<file path="src/hw/rtl/chm_ram.sv">
// Generic simple dual-port RAM with registered read.
module chm_ram #(
	parameter int WIDTH = 8,
	parameter int DEPTH = 16
) (
	input  logic                                   clk,
	input  logic                                   we,
	input  logic [(DEPTH > 1 ? $clog2(DEPTH) : 1)-1:0] waddr,
	input  logic [WIDTH-1:0]                       wdata,
	input  logic [(DEPTH > 1 ? $clog2(DEPTH) : 1)-1:0] raddr,
	output logic [WIDTH-1:0]                       rdata
);
	logic [WIDTH-1:0] mem [DEPTH];

	always_ff @(posedge clk) begin
		if (we) begin
			mem[waddr] <= wdata;
		end
		rdata <= mem[raddr];
	end
endmodule

</file>
<file path="config.mk">
export PLATFORM = sky130hd
export DESIGN_NAME = chm_ram
export DESIGN_NICKNAME = d
export VERILOG_FILES = /design/src/hw/rtl/chm_ram.sv
export SDC_FILE = /design/constraint.sdc
export NUM_CORES = 1
export LEC_CHECK = 0
export ABC_AREA = 0
export BUFFER_PORTS_ARGS = -buffer_cell sky130_fd_sc_hd__buf_2
export CAP_MARGIN = 20
export CORE_MARGIN = 3
export CORE_UTILIZATION = 45
export DETAILED_ROUTE_END_ITERATION = 10
export GPL_TIMING_DRIVEN = 0
export SLEW_MARGIN = 20
export SYNTH_ARGS = -nofsm -noshare
export SYNTH_HDL_FRONTEND = slang
export SYNTH_SLANG_ARGS = --single-unit
</file>
<file path="constraint.sdc">
create_clock -name clk -period 1.78 [get_ports clk]
set_clock_uncertainty 0.1 [all_clocks]
set_input_delay 0.356 -clock clk [delete_from_list [all_inputs] [get_ports clk]]
set_output_delay 0.356 -clock clk [all_outputs]
set_load 0.05 [all_outputs]
</file>
==> out/metrics.csv, run 1 <==
metric,value,unit
clock_path_buffers,2,
critPathArrivalTime,1.68,ns
reg2regPathDepth,3,
final_cells,425,
vdd_ir_drop_max,586,uV
grt_max_degree,17,
tns,0,ns
grtUsageMet3,0.0481,
syn_area,0.00515,sq mm
antenna_cells,0,
via_per_inst,5.46,
min_path_cells,1,
dp_cells,393,
mostFrequentLayoutCell,edfxtp_1,
row_count,38,
fin_crit,1.75,ns
startpoint_type,input port,
first_pass_iters,5,
clk_pin_slew,0.05,ns
io_pins,26,
syn_area_per_cell,22.5,sq um
r2r_start,mem[9][4],
layout.nets,290,
nFillCells,866,
synth_area_leaders,"edfxtp_1 (75%), mux4_2 (7.9%), mux4_1 (7.1%), dfxtp_1 (3.1%), a22oi_1 (2.3%)",
grt_remaining_overflow,0,
critPathRequiredTime,1.71,ns
netlist-cell-type-count,19,
setup_viol,0,
floorplan.initialDensity,0.467,
holdCritStartpoint,wdata[1],
post-route-period-util,0.985,
synth_nets,247,
reg2reg_to,rdata[4],
layout_common_cells,"edfxtp_1 (128), buf_2 (27), mux4_2 (18), clkbuf_16 (17), a22oi_1 (16)",
ant_nets,0,
grt.total_usage,0.160,
finish.instance_area,0.00601,sq mm
finalHoldViolations,0,
dp_hpwl,5.97,mm
reg2reg_slack,0.28,ns
cts_made_buffers,17,
grtUsageMet1,0.233,
p_leak,0.00201,uW
clk_latency,0.41,ns
grt_pass1_vias,2310,
area.growth.synth_to_final,16.8,%
powerDensity,1190,mW/mm^2
die_x,113,um
wirelength,9.47,mm
place_congestion,0.738,
drive_gt1_frac,0.295,
end_kind,flop,
clockRootBuffer,clkbuf_16,
ys_seq_elements,136,
fin_util,0.545,
use_met2,0.231,
cts_sinks,136,
placed_cell_area,0.00546,sq mm
max_freq,570,MHz
hold_path_class,in2reg,
tritoncts,built,
via_count,2320,
die_area,0.0128,sq mm
synth_cells,229,
yosysTopAreaCell,edfxtp_1,
synth_top_area_share,0.747,
yosysSeqAreaShare,0.778,
min_to,mem[14][1],
cp_max_fo,8,
core,0.0110,sq mm
ys_warn_count,0,
drv_cap,0,
ctsHtreeMaxLevel,4,
antenna_found_initial,0,
relSlewSlack,0.466,
top_usage_layer,met1,
holdBufCountCts,0,
grt_setup_unrepaired,false,
portBuffers,24,
drt-initial-drc-count,139,
die_h,113,um
wire_per_inst,22.3,um
slew_violations,0,
status,completed,
drc_errors,0,
worst_slew_pin_slew,0.798,ns
crit_type,in2reg,
p_total,7180,uW
grt_pass1_wl,14.1,mm
==> power by group <==
| group | internal, uW | total [uW] | switching, uW |
|---|---|---|---|
| logic | 143 | 412 | 269 |
| clock network | 2000 | 3170 | 1170 |
| registers | 3580 | 3600 | 14.3 |
==> Yosys cell counts <==
cell type,n
edfxtp_1,128
mux4_2,18
a22oi_1,16
mux4_1,14
nor2_1,13
nand2_1,9
dfxtp_1,8
nor3_1,4
buf_2,3
buf_6,3
clkdlybuf4s25_2,3
nand2b_1,2
nand3b_1,2
and2_1,1
and2b_1,1
buf_4,1
nand3_1,1
nor2b_1,1
or3b_2,1
==> worst max-delay path, stage by stage <==
cell and delay (ns):
buf_2 0.11, or3b_2 0.56, nor2_1 0.65
==> cells by family (layout without fill, tap and decap cells) <==
group / Yosys count / after routing / share of synthesized area
AO/OA/AOI/OAI: 16 / 16 / 0.0233
buffers and inverters: 10 / 66 / 0.0168
flip-flops: 136 / 136 / 0.778
multiplexers: 32 / 32 / 0.150
AND/OR/NAND/NOR: 35 / 35 / 0.0318
==> cell type report <==
type                            count  area [sq um]  area share
Tap cell                          140           175      0.0291
Sequential cell                   136          4000       0.666
Timing Repair Buffer               24           120      0.0200
Buffer                             10          86.3      0.0144
Multi-Input combinational cell     83          1080       0.180
Clock buffer                       30           534      0.0889
Clock inverter                      2          10.0     0.00166
==> registers in the layout, summed over array words and instances (netlist names) <==
| register | cells |
|---|---|
| mem | 128 |
| rdata | 8 |
==> worst max-delay path by stage <==
stage / to / start / slack [ns]
floorplan: mem[3][0] / waddr[2] / 0.06
global placement: mem[8][3] / waddr[2] / -0.56
detailed placement: mem[2][7] / waddr[2] / -0.41
CTS: mem[2][2] / waddr[2] / 0.02
global route: mem[1][7] / waddr[2] / 0.006
finish: mem[1][7] / waddr[2] / 0.03
==> routing by layer <==
layer | vias to the layer above | share of wire
met3 | 4 | 0.052
met5 | - | 0
met1 | 1196 | 0.45
li1 | 1063 | -
met2 | 57 | 0.49
met4 | 0 | 0.0046
==> per-stage QoR <==
step                hold WS, ns  setup WS (ns)
floorplan                 0.355         0.0579
CTS                       0.246         0.0229
finish                    0.246         0.0267
global placement          0.557         -0.556
global route              0.256        0.00579
detailed placement        0.568         -0.406
==> what timing repair did <==
item,4_1_cts,5_1_grt
setup endpoints to repair,0,2
buffers inserted,0,0
gates resized for setup,0,2
No activity file was read; power rests on OpenSTA's default activity.
==> run 2, diff against run 1 <==
PLACE_DENSITY_LB_ADDON = 0.15   (was default)
==> run 2 against run 1 <==
Worst hold slack got worse by 0.010 ns; die area unchanged; sequential cell count unchanged; wire length increased by 2.0%; worst setup slack improved by 0.0049 ns; register-to-register slack got worse by 0.07 ns; sequential power about the same; critical path depth unchanged; highest routed layer unchanged.
==> out/metrics.csv, run 2 (synthesis gave the netlist of run 1 again) <==
metric,value,unit
p_int,6170,uW
drc_errors,0,
nFillCells,831,
post_cts_resize_count,1,
wire_per_inst,22.7,um
grt_setup_unrepaired,true,
antenna_found_initial,0,
layout.nets,290,
clk_pin_slew,0.05,ns
drv_cap,0,
area.growth.synth_to_final,18.3,%
status,completed,
crit_type,in2reg,
swShare,0.195,
clkPwrFrac,0.476,
row_count,38,
mostFrequentLayoutCell,edfxtp_1,
placed_cell_area,0.00546,sq mm
p_switching,1490,uW
first_pass_iters,4,
via_count,2348,
finish.instance_area,0.00609,sq mm
grt.total_usage,0.167,
comb_power_share,0.054,
path_buf_inv,1,
via_per_inst,5.52,
hold_path_class,in2reg,
ctsHtreeMaxLevel,4,
cp_slowest_cell,nor2_1,
place_congestion,0.687,
die_x,113,um
vdd_ir_drop_max,714,uV
grt_remaining_overflow,0,
slew_violations,0,
finalHoldViolations,0,
ant_nets,0,
cp_max_fo,8,
layout_common_cells,"edfxtp_1 (128), buf_2 (27), mux4_2 (18), clkbuf_16 (17), a22oi_1 (16)",
p_leak,0.00205,uW
drive_gt1_frac,0.305,
io_pins,26,
hold-worst-slack,0.236,ns
wirelength,9.66,mm
largest_register_ff_count,128,
multi_input_area,0.00108,sq mm
dp_hpwl,6.11,mm
critPathRequiredTime,1.72,ns
floorplan.initialDensity,0.467,
antenna_cells,0,
clk_latency,0.42,ns
max_freq,572,MHz
path_cells,buf_2 -> or3b_2 -> nor2_1,
worst_slew_pin_slew,0.832,ns
portBuffers,24,
die_h,113,um
clock_path_buffers,2,
setup_viol,0,
seqPwrFrac,0.470,
tritoncts,built,
cpPeakStageDelay,0.67,ns
top_regs,"mem x128, rdata x8",
cts_made_buffers,17,
critPathArrivalTime,1.69,ns
postCtsSetupBuffers,0,
core,0.0110,sq mm
end_kind,flop,
top_register,mem,
powerDensity,1260,mW/mm^2
drt-initial-drc-count,173,
grt_pass1_vias,2430,
clockRootBuffer,clkbuf_16,
post-route-period-util,0.982,
grt_max_degree,17,
relSlewSlack,0.443,
startpoint_type,input port,
cts_sinks,136,
holdBufCountCts,0,
fin_crit,1.75,ns
die_area,0.0128,sq mm
cp_top_family,simple AND/OR/NAND/NOR gates,
area.sequential,0.00400,sq mm
grt_pass1_wl,14.8,mm
==> run 2: routing by layer <==
layer  track usage  vias to the layer above  part of all wire  wire length [um]
li1              -                     1063                 -                 -
met1         0.238                     1214              0.48              4620
met2         0.244                       56              0.47              4490
met3        0.0444                       15             0.036               350
met4        0.0721                        0             0.020               194
met5             0                        -                 0                 0
==> run 2: metrics by stage <==
stage | worst slack [ns] | util | power (uW) | setup TNS (ns) | std cells
after floorplan | 0.0579 | - | 3920 | 0 | 229
after global placement | -0.554 | 0.494 | 4070 | -27.05 | 393
after detailed placement | -0.410 | 0.495 | 4080 | -19.83 | 393
after CTS | 0.0490 | 0.552 | 7710 | 0 | 425
after global routing | -0.0254 | 0.552 | 7880 | -0.311 | 425
final | 0.0316 | 0.552 | 7660 | 0 | 425
==> run 2: final cells by class <==
cell class	instances	area share
clock buffer	23	0.0785
tap	140	0.0288
clock inverter	9	0.0238
timing repair buffer	24	0.0197
sequential	136	0.658
multi-input combinational	83	0.177
buffer	10	0.0142
==> run 2: power groups by stage <==
stage / Sequential (uW) / Clock [uW] / Combinational (uW)
floorplan: 3740 / 0 / 182
CTS: 3600 / 3690 / 419
global route: 3600 / 3840 / 442
finish: 3600 / 3650 / 413
detailed placement: 3660 / 0 / 418
global placement: 3660 / 0 / 412
==> run 2: path summary, 6_finish.rpt <==
check                           startpoint        end  slack [ns]  depth (start not counted)
worst max register to register   mem[6][0]   rdata[0]        0.21                          3
worst max-delay path              waddr[2]  mem[2][0]        0.03                          3
worst min register to register  mem[11][0]   rdata[0]        0.59                          3
worst min-delay path              wdata[6]  mem[7][6]        0.24                          1
