$ cat config.mk
export PLATFORM = sky130hd
export DESIGN_NAME = chm_mod
export DESIGN_NICKNAME = d
export VERILOG_FILES = /design/src/hw/rtl/chm_pkg.sv /design/src/hw/rtl/chm_mod.sv
export SDC_FILE = /design/constraint.sdc
export NUM_CORES = 1
export LEC_CHECK = 0
export BUFFER_PORTS_ARGS = -buffer_cell sky130_fd_sc_hd__clkbuf_2
export CAP_MARGIN = 20
export CORE_ASPECT_RATIO = 1.5
export CORE_UTILIZATION = 40
export DETAILED_ROUTE_END_ITERATION = 12
export SLEW_MARGIN = 20
export SYNTH_ARGS = -nofsm -noshare
export SYNTH_HDL_FRONTEND = slang
export SYNTH_SLANG_ARGS = --single-unit
$ cat constraint.sdc
create_clock -name clk -period 2.9 [get_ports clk]
set_input_delay 0.435 -clock clk [delete_from_list [all_inputs] [get_ports clk]]
set_output_delay 0.435 -clock clk [all_outputs]
set_load 0.05 [all_outputs]
$ cat src/hw/rtl/chm_pkg.sv
// Shared types and codes for the chained hash map engine.
package chm_pkg;

	localparam int KEY_W = 32;
	localparam int VAL_W = 32;
	localparam int CFG_W = 7;
	localparam int REQ_W = 2;
	localparam int STS_W = 2;

	typedef enum logic [REQ_W-1:0] {
		REQ_INSERT = 2'd0,
		REQ_GET    = 2'd1,
		REQ_DELETE = 2'd2,
		REQ_NONE   = 2'd3
	} req_t;

	typedef enum logic [STS_W-1:0] {
		STS_OK     = 2'd0,
		STS_ABSENT = 2'd1,
		STS_FULL   = 2'd2,
		STS_RSVD   = 2'd3
	} status_t;

	typedef enum logic [2:0] {
		S_CLEAR,
		S_IDLE,
		S_MOD,
		S_HEAD,
		S_HWAIT,
		S_WALK,
		S_NWAIT,
		S_FWAIT
	} state_t;

endpackage

$ cat src/hw/rtl/chm_mod.sv
// Bit-serial unit for key modulo bucket count, one key bit per cycle.
module chm_mod (
	input  logic                      clk,
	input  logic                      arst_n,
	input  logic                      start,
	input  logic [chm_pkg::KEY_W-1:0] key,
	input  logic [chm_pkg::CFG_W-1:0] divisor,
	output logic                      done,
	output logic [chm_pkg::CFG_W-1:0] rem
);
	localparam int CW = $clog2(chm_pkg::KEY_W);

	logic                      run_q;
	logic [CW-1:0]             cnt_q;
	logic [chm_pkg::KEY_W-1:0] sh_q;
	logic [chm_pkg::CFG_W-1:0] rem_q;
	logic [chm_pkg::CFG_W:0]   trial;
	logic [chm_pkg::CFG_W-1:0] rem_nxt;

	always_comb begin
		trial = {rem_q, sh_q[chm_pkg::KEY_W-1]};
		if (trial >= {1'b0, divisor}) begin
			rem_nxt = chm_pkg::CFG_W'(trial - {1'b0, divisor});
		end else begin
			rem_nxt = trial[chm_pkg::CFG_W-1:0];
		end
	end

	always_ff @(posedge clk or negedge arst_n) begin
		if (!arst_n) begin
			run_q <= 1'b0;
			cnt_q <= '0;
			done  <= 1'b0;
		end else begin
			done <= 1'b0;
			if (start) begin
				run_q <= 1'b1;
				cnt_q <= '0;
			end else if (run_q) begin
				cnt_q <= cnt_q + 1'b1;
				if (cnt_q == CW'(chm_pkg::KEY_W - 1)) begin
					run_q <= 1'b0;
					done  <= 1'b1;
				end
			end
		end
	end

	always_ff @(posedge clk) begin
		if (start) begin
			sh_q  <= key;
			rem_q <= '0;
		end else if (run_q) begin
			sh_q  <= {sh_q[chm_pkg::KEY_W-2:0], 1'b0};
			rem_q <= rem_nxt;
		end
	end

	assign rem = rem_q;
endmodule

==> reports/qor.json <==
{
  "run_status": {"value": "finished, final reports clean"},
  "synth_area": {"value": 2410, "unit": "sq um"},
  "flow.area_growth_from_synthesis": {"value": 18.2, "unit": "%"},
  "ioPinCount": {"value": 50},
  "viasPerCell": {"value": 5.10},
  "synth_unique_cells": {"value": 46},
  "synth_compound_area_share": {"value": 8.92, "unit": "%"},
  "detailedRoute.firstIterationViolations": {"value": 34},
  "r2r-end": {"value": "rem[2]"},
  "cp_common_cell": {"value": "sky130_fd_sc_hd__inv_1"},
  "synth_largest_type_area_fraction": {"value": 39.8, "unit": "%"},
  "via_count_of_the_first_global_routing_pass": {"value": 1647},
  "yosys.area_share.xor_xnor": {"value": 2.18, "unit": "%"},
  "core": {"value": 5830, "unit": "sq um"},
  "ys_warnings": {"value": 0},
  "first_pass_detailed_route_iteration_total": {"value": 2},
  "slew_viol_final": {"value": 0},
  "cts_max_level": {"value": 2},
  "synth_nets": {"value": 244},
  "actual_transition_at_the_worst_max_transition_pin": {"value": 0.760, "unit": "ns"},
  "fin_skew": {"value": 0.00741, "unit": "ns"},
  "postRouteWirelength": {"value": 4480, "unit": "microns"},
  "wire_length_of_the_first_global_routing_pass": {"value": 7650, "unit": "microns"},
  "vdd.ir_drop.worst": {"value": 0.287, "unit": "mV"},
  "globalRoute.totalOverflow": {"value": 0},
  "rsz0062_at_grt": {"value": "no"},
  "synth.ff_latch_count": {"value": 46},
  "hold-worst-slack": {"value": 0.420, "unit": "ns"},
  "startpoint_kind_of_the_worst_setup_timing_path": {"value": "register"},
  "pin_count_of_the_biggest_net_entering_global_routing": {"value": 33},
  "filler_cell_count": {"value": 539},
  "place.gp.congestion": {"value": 0.778},
  "stages_on_worst_setup_path": {"value": 8},
  "nNetsFinal": {"value": 294},
  "min_path_cells": {"value": 2},
  "worst-path-buf-inv": {"value": 2},
  "post_synth_most_frequent_cells": {"value": "32 x sky130_fd_sc_hd__edfxtp_1, 31 x sky130_fd_sc_hd__mux2_2, 13 x sky130_fd_sc_hd__nor2_1"},
  "total_leakage_power": {"value": 0.00122, "unit": "uW"},
  "io_buffer_count": {"value": 49},
  "synth.yosys.seq_area_share": {"value": 52.9, "unit": "%"},
  "timing.final.crit_period": {"value": 2.05, "unit": "ns"},
  "floorplan.die_area": {"value": 6350, "unit": "sq um"},
  "worstSetupStartpoint": {"value": "sh_q[31]"},
  "r2r_setup_slk": {"value": 0.85, "unit": "ns"},
  "tritoncts_num_sinks": {"value": 46},
  "critical_path.cell_chain": {"value": "inv_1, ha_1, inv_1, fa_1, nand3_1, a31oi_1, or4_1, o311ai_1"},
  "dieHeight": {"value": 97.1, "unit": "microns"},
  "drc_errors": {"value": 0},
  "wire_per_inst": {"value": 14.2, "unit": "microns"},
  "endpoint_type_of_the_worst_setup_path": {"value": "register"},
  "ys_async_sr_fraction": {"value": 15.2, "unit": "%"},
  "synth.area.top_cells": {"value": "sky130_fd_sc_hd__edfxtp_1 40%, sky130_fd_sc_hd__mux2_2 14%, sky130_fd_sc_hd__dfrtp_1 7.3%"},
  "post_synth.cell_area_avg": {"value": 12.6, "unit": "sq um"},
  "antenna-diode-count": {"value": 0},
  "cts_made_buffers": {"value": 5},
  "antenna_violations_before_repair": {"value": 0},
  "cts_tree": {"value": "done"},
  "path_clk_slew": {"value": 0.08, "unit": "ns"},
  "post-route-period-util": {"value": 70.6, "unit": "%"},
  "setup.worst_path.class": {"value": "register to register"},
  "post_cts_hold_buffer_count": {"value": 1},
  "post_cts.resized_instances": {"value": 0},
  "timing.setup.tns": {"value": 0, "unit": "ns"},
  "cellPowerDensity": {"value": 775, "unit": "nW/um^2"},
  "r2r_cells": {"value": 8},
  "synthMuxAreaShare": {"value": 15.3, "unit": "%"},
  "synth_simple_gate_area_share": {"value": 11.1, "unit": "%"},
  "cpMaxStageDelayCell": {"value": "sky130_fd_sc_hd__or4_1"},
  "synthAdderAreaFrac": {"value": 5.50, "unit": "%"},
  "setup_violations": {"value": 0},
  "layout-drive-gt1-share": {"value": 40.3, "unit": "%"},
  "rr_startpoint": {"value": "sh_q[31]"},
  "std_cell_rows": {"value": 34},
  "global_route.usage.total": {"value": 15.9, "unit": "%"},
  "hold_path.startpoint": {"value": "key[0]"},
  "post-dp-hpwl": {"value": 3230, "unit": "microns"},
  "fmax": {"value": 489, "unit": "MHz"},
  "crit_family": {"value": "simple AND/OR/NAND/NOR gates"},
  "synth-main-ff-cell": {"value": "sky130_fd_sc_hd__edfxtp_1"},
  "arrival": {"value": 2.26, "unit": "ns"},
  "cp_max_fo": {"value": 4},
  "clk_root_buffer_cell": {"value": "sky130_fd_sc_hd__clkbuf_8"},
  "critical_path_required": {"value": 3.11, "unit": "ns"},
  "hold_viol": {"value": 0},
  "floorplan.die.width": {"value": 65.4, "unit": "microns"},
  "clock_path_buffers": {"value": 2},
  "final_antenna_net_count": {"value": 0},
  "via_count": {"value": 1608},
  "drv_cap": {"value": 0},
  "post_synth_inst_count": {"value": 192},
  "insertion_delay": {"value": 0.30, "unit": "ns"},
  "cell_with_the_most_instances_after_synthesis": {"value": "sky130_fd_sc_hd__edfxtp_1"},
  "synth-edff-count": {"value": 32},
  "synth.largest_area_cell": {"value": "sky130_fd_sc_hd__edfxtp_1"},
  "post_cts_buffers": {"value": 0},
  "largest_family_of_logic_cells_by_synthesized_area": {"value": "multiplexers"},
  "worst_path_largest_cell_delay": {"value": 0.48, "unit": "ns"},
  "starting_utilization_of_the_core_area": {"value": 41.4, "unit": "%"},
  "worstHoldEndpoint": {"value": "sh_q[0]"},
  "relative_slew_margins": {"value": 49.3, "unit": "%"},
  "worst_hold_path_type": {"value": "input port to register"}
}
## where the power goes
| part | internal [uW] | switching [uW] |
|---|---|---|
| combinational | 322 | 463 |
| clock | 341 | 223 |
| sequential | 800 | 61.2 |
## cells by family (layout without fill, tap and decap cells)
family,count (synthesis),in the layout
AOI/OAI and AO/OA,27,27
xor gates and xnor gates,6,6
adders and majority gates,10,10
buffers and inverters,20,71
DFF,46,46
muxes,33,33
and+or+nand+nor,50,50
## cell usage in the layout, fill, tap and decap left out, drive strengths merged, types with 3 or more instances in the layout
cell    Yosys  final
ha          9      9
clkbuf      3     54
edfxtp     32     32
nand3       5      5
nor2       13     13
buf         7      3
nor3b       7      7
mux2       31     31
dfxtp       7      7
nor2b       4      4
xnor2       4      4
o21ai       4      4
a21o        3      3
dfrtp       7      7
nand2       8      8
a31oi       5      5
a311oi      3      3
inv        10     10
## sequential cells by signal, indices dropped and copies added (netlist names)
name	flops
done	1
cnt_q	5
rem	7
sh_q	32
run_q	1
## per-stage QoR
stage	setup WS [ns]	instance area, sq um	utilization, %	power [uW]	instances
after floorplan	0.868	2410	-	1490	192
after global placement	0.887	2710	46.5	1660	306
after detailed placement	0.840	2710	46.5	1670	306
after CTS	0.854	2850	48.9	2230	315
after global routing	0.725	2850	48.9	2340	315
final	0.853	2850	48.9	2210	315
## area by class of cell
cell class	count	area, sq um	area share, %
sequential	46	1280	44.8
tap	72	90.1	3.16
clock buffer	5	68.8	2.41
timing repair buffer	53	278	9.74
multi-input combinational	126	1040	36.4
clock inverter	3	63.8	2.24
inverter	10	37.5	1.32
## worst max path at each step
stage and end:
2_1_floorplan rem[2], 3_3_place_gp rem[2], 3_5_place_dp rem[2], 4_1_cts rem[2], 5_1_grt rem[2], 6_report rem[2]
## per-layer routing
metal,vias to the layer above,wire length (microns),GRT usage (%)
met4,0,111,7.69
met3,8,159,2.82
met5,-,0,0
li1,813,-,-
met2,35,2250,26.1
met1,752,1960,19.8
(Power assumes the default switching activity.)
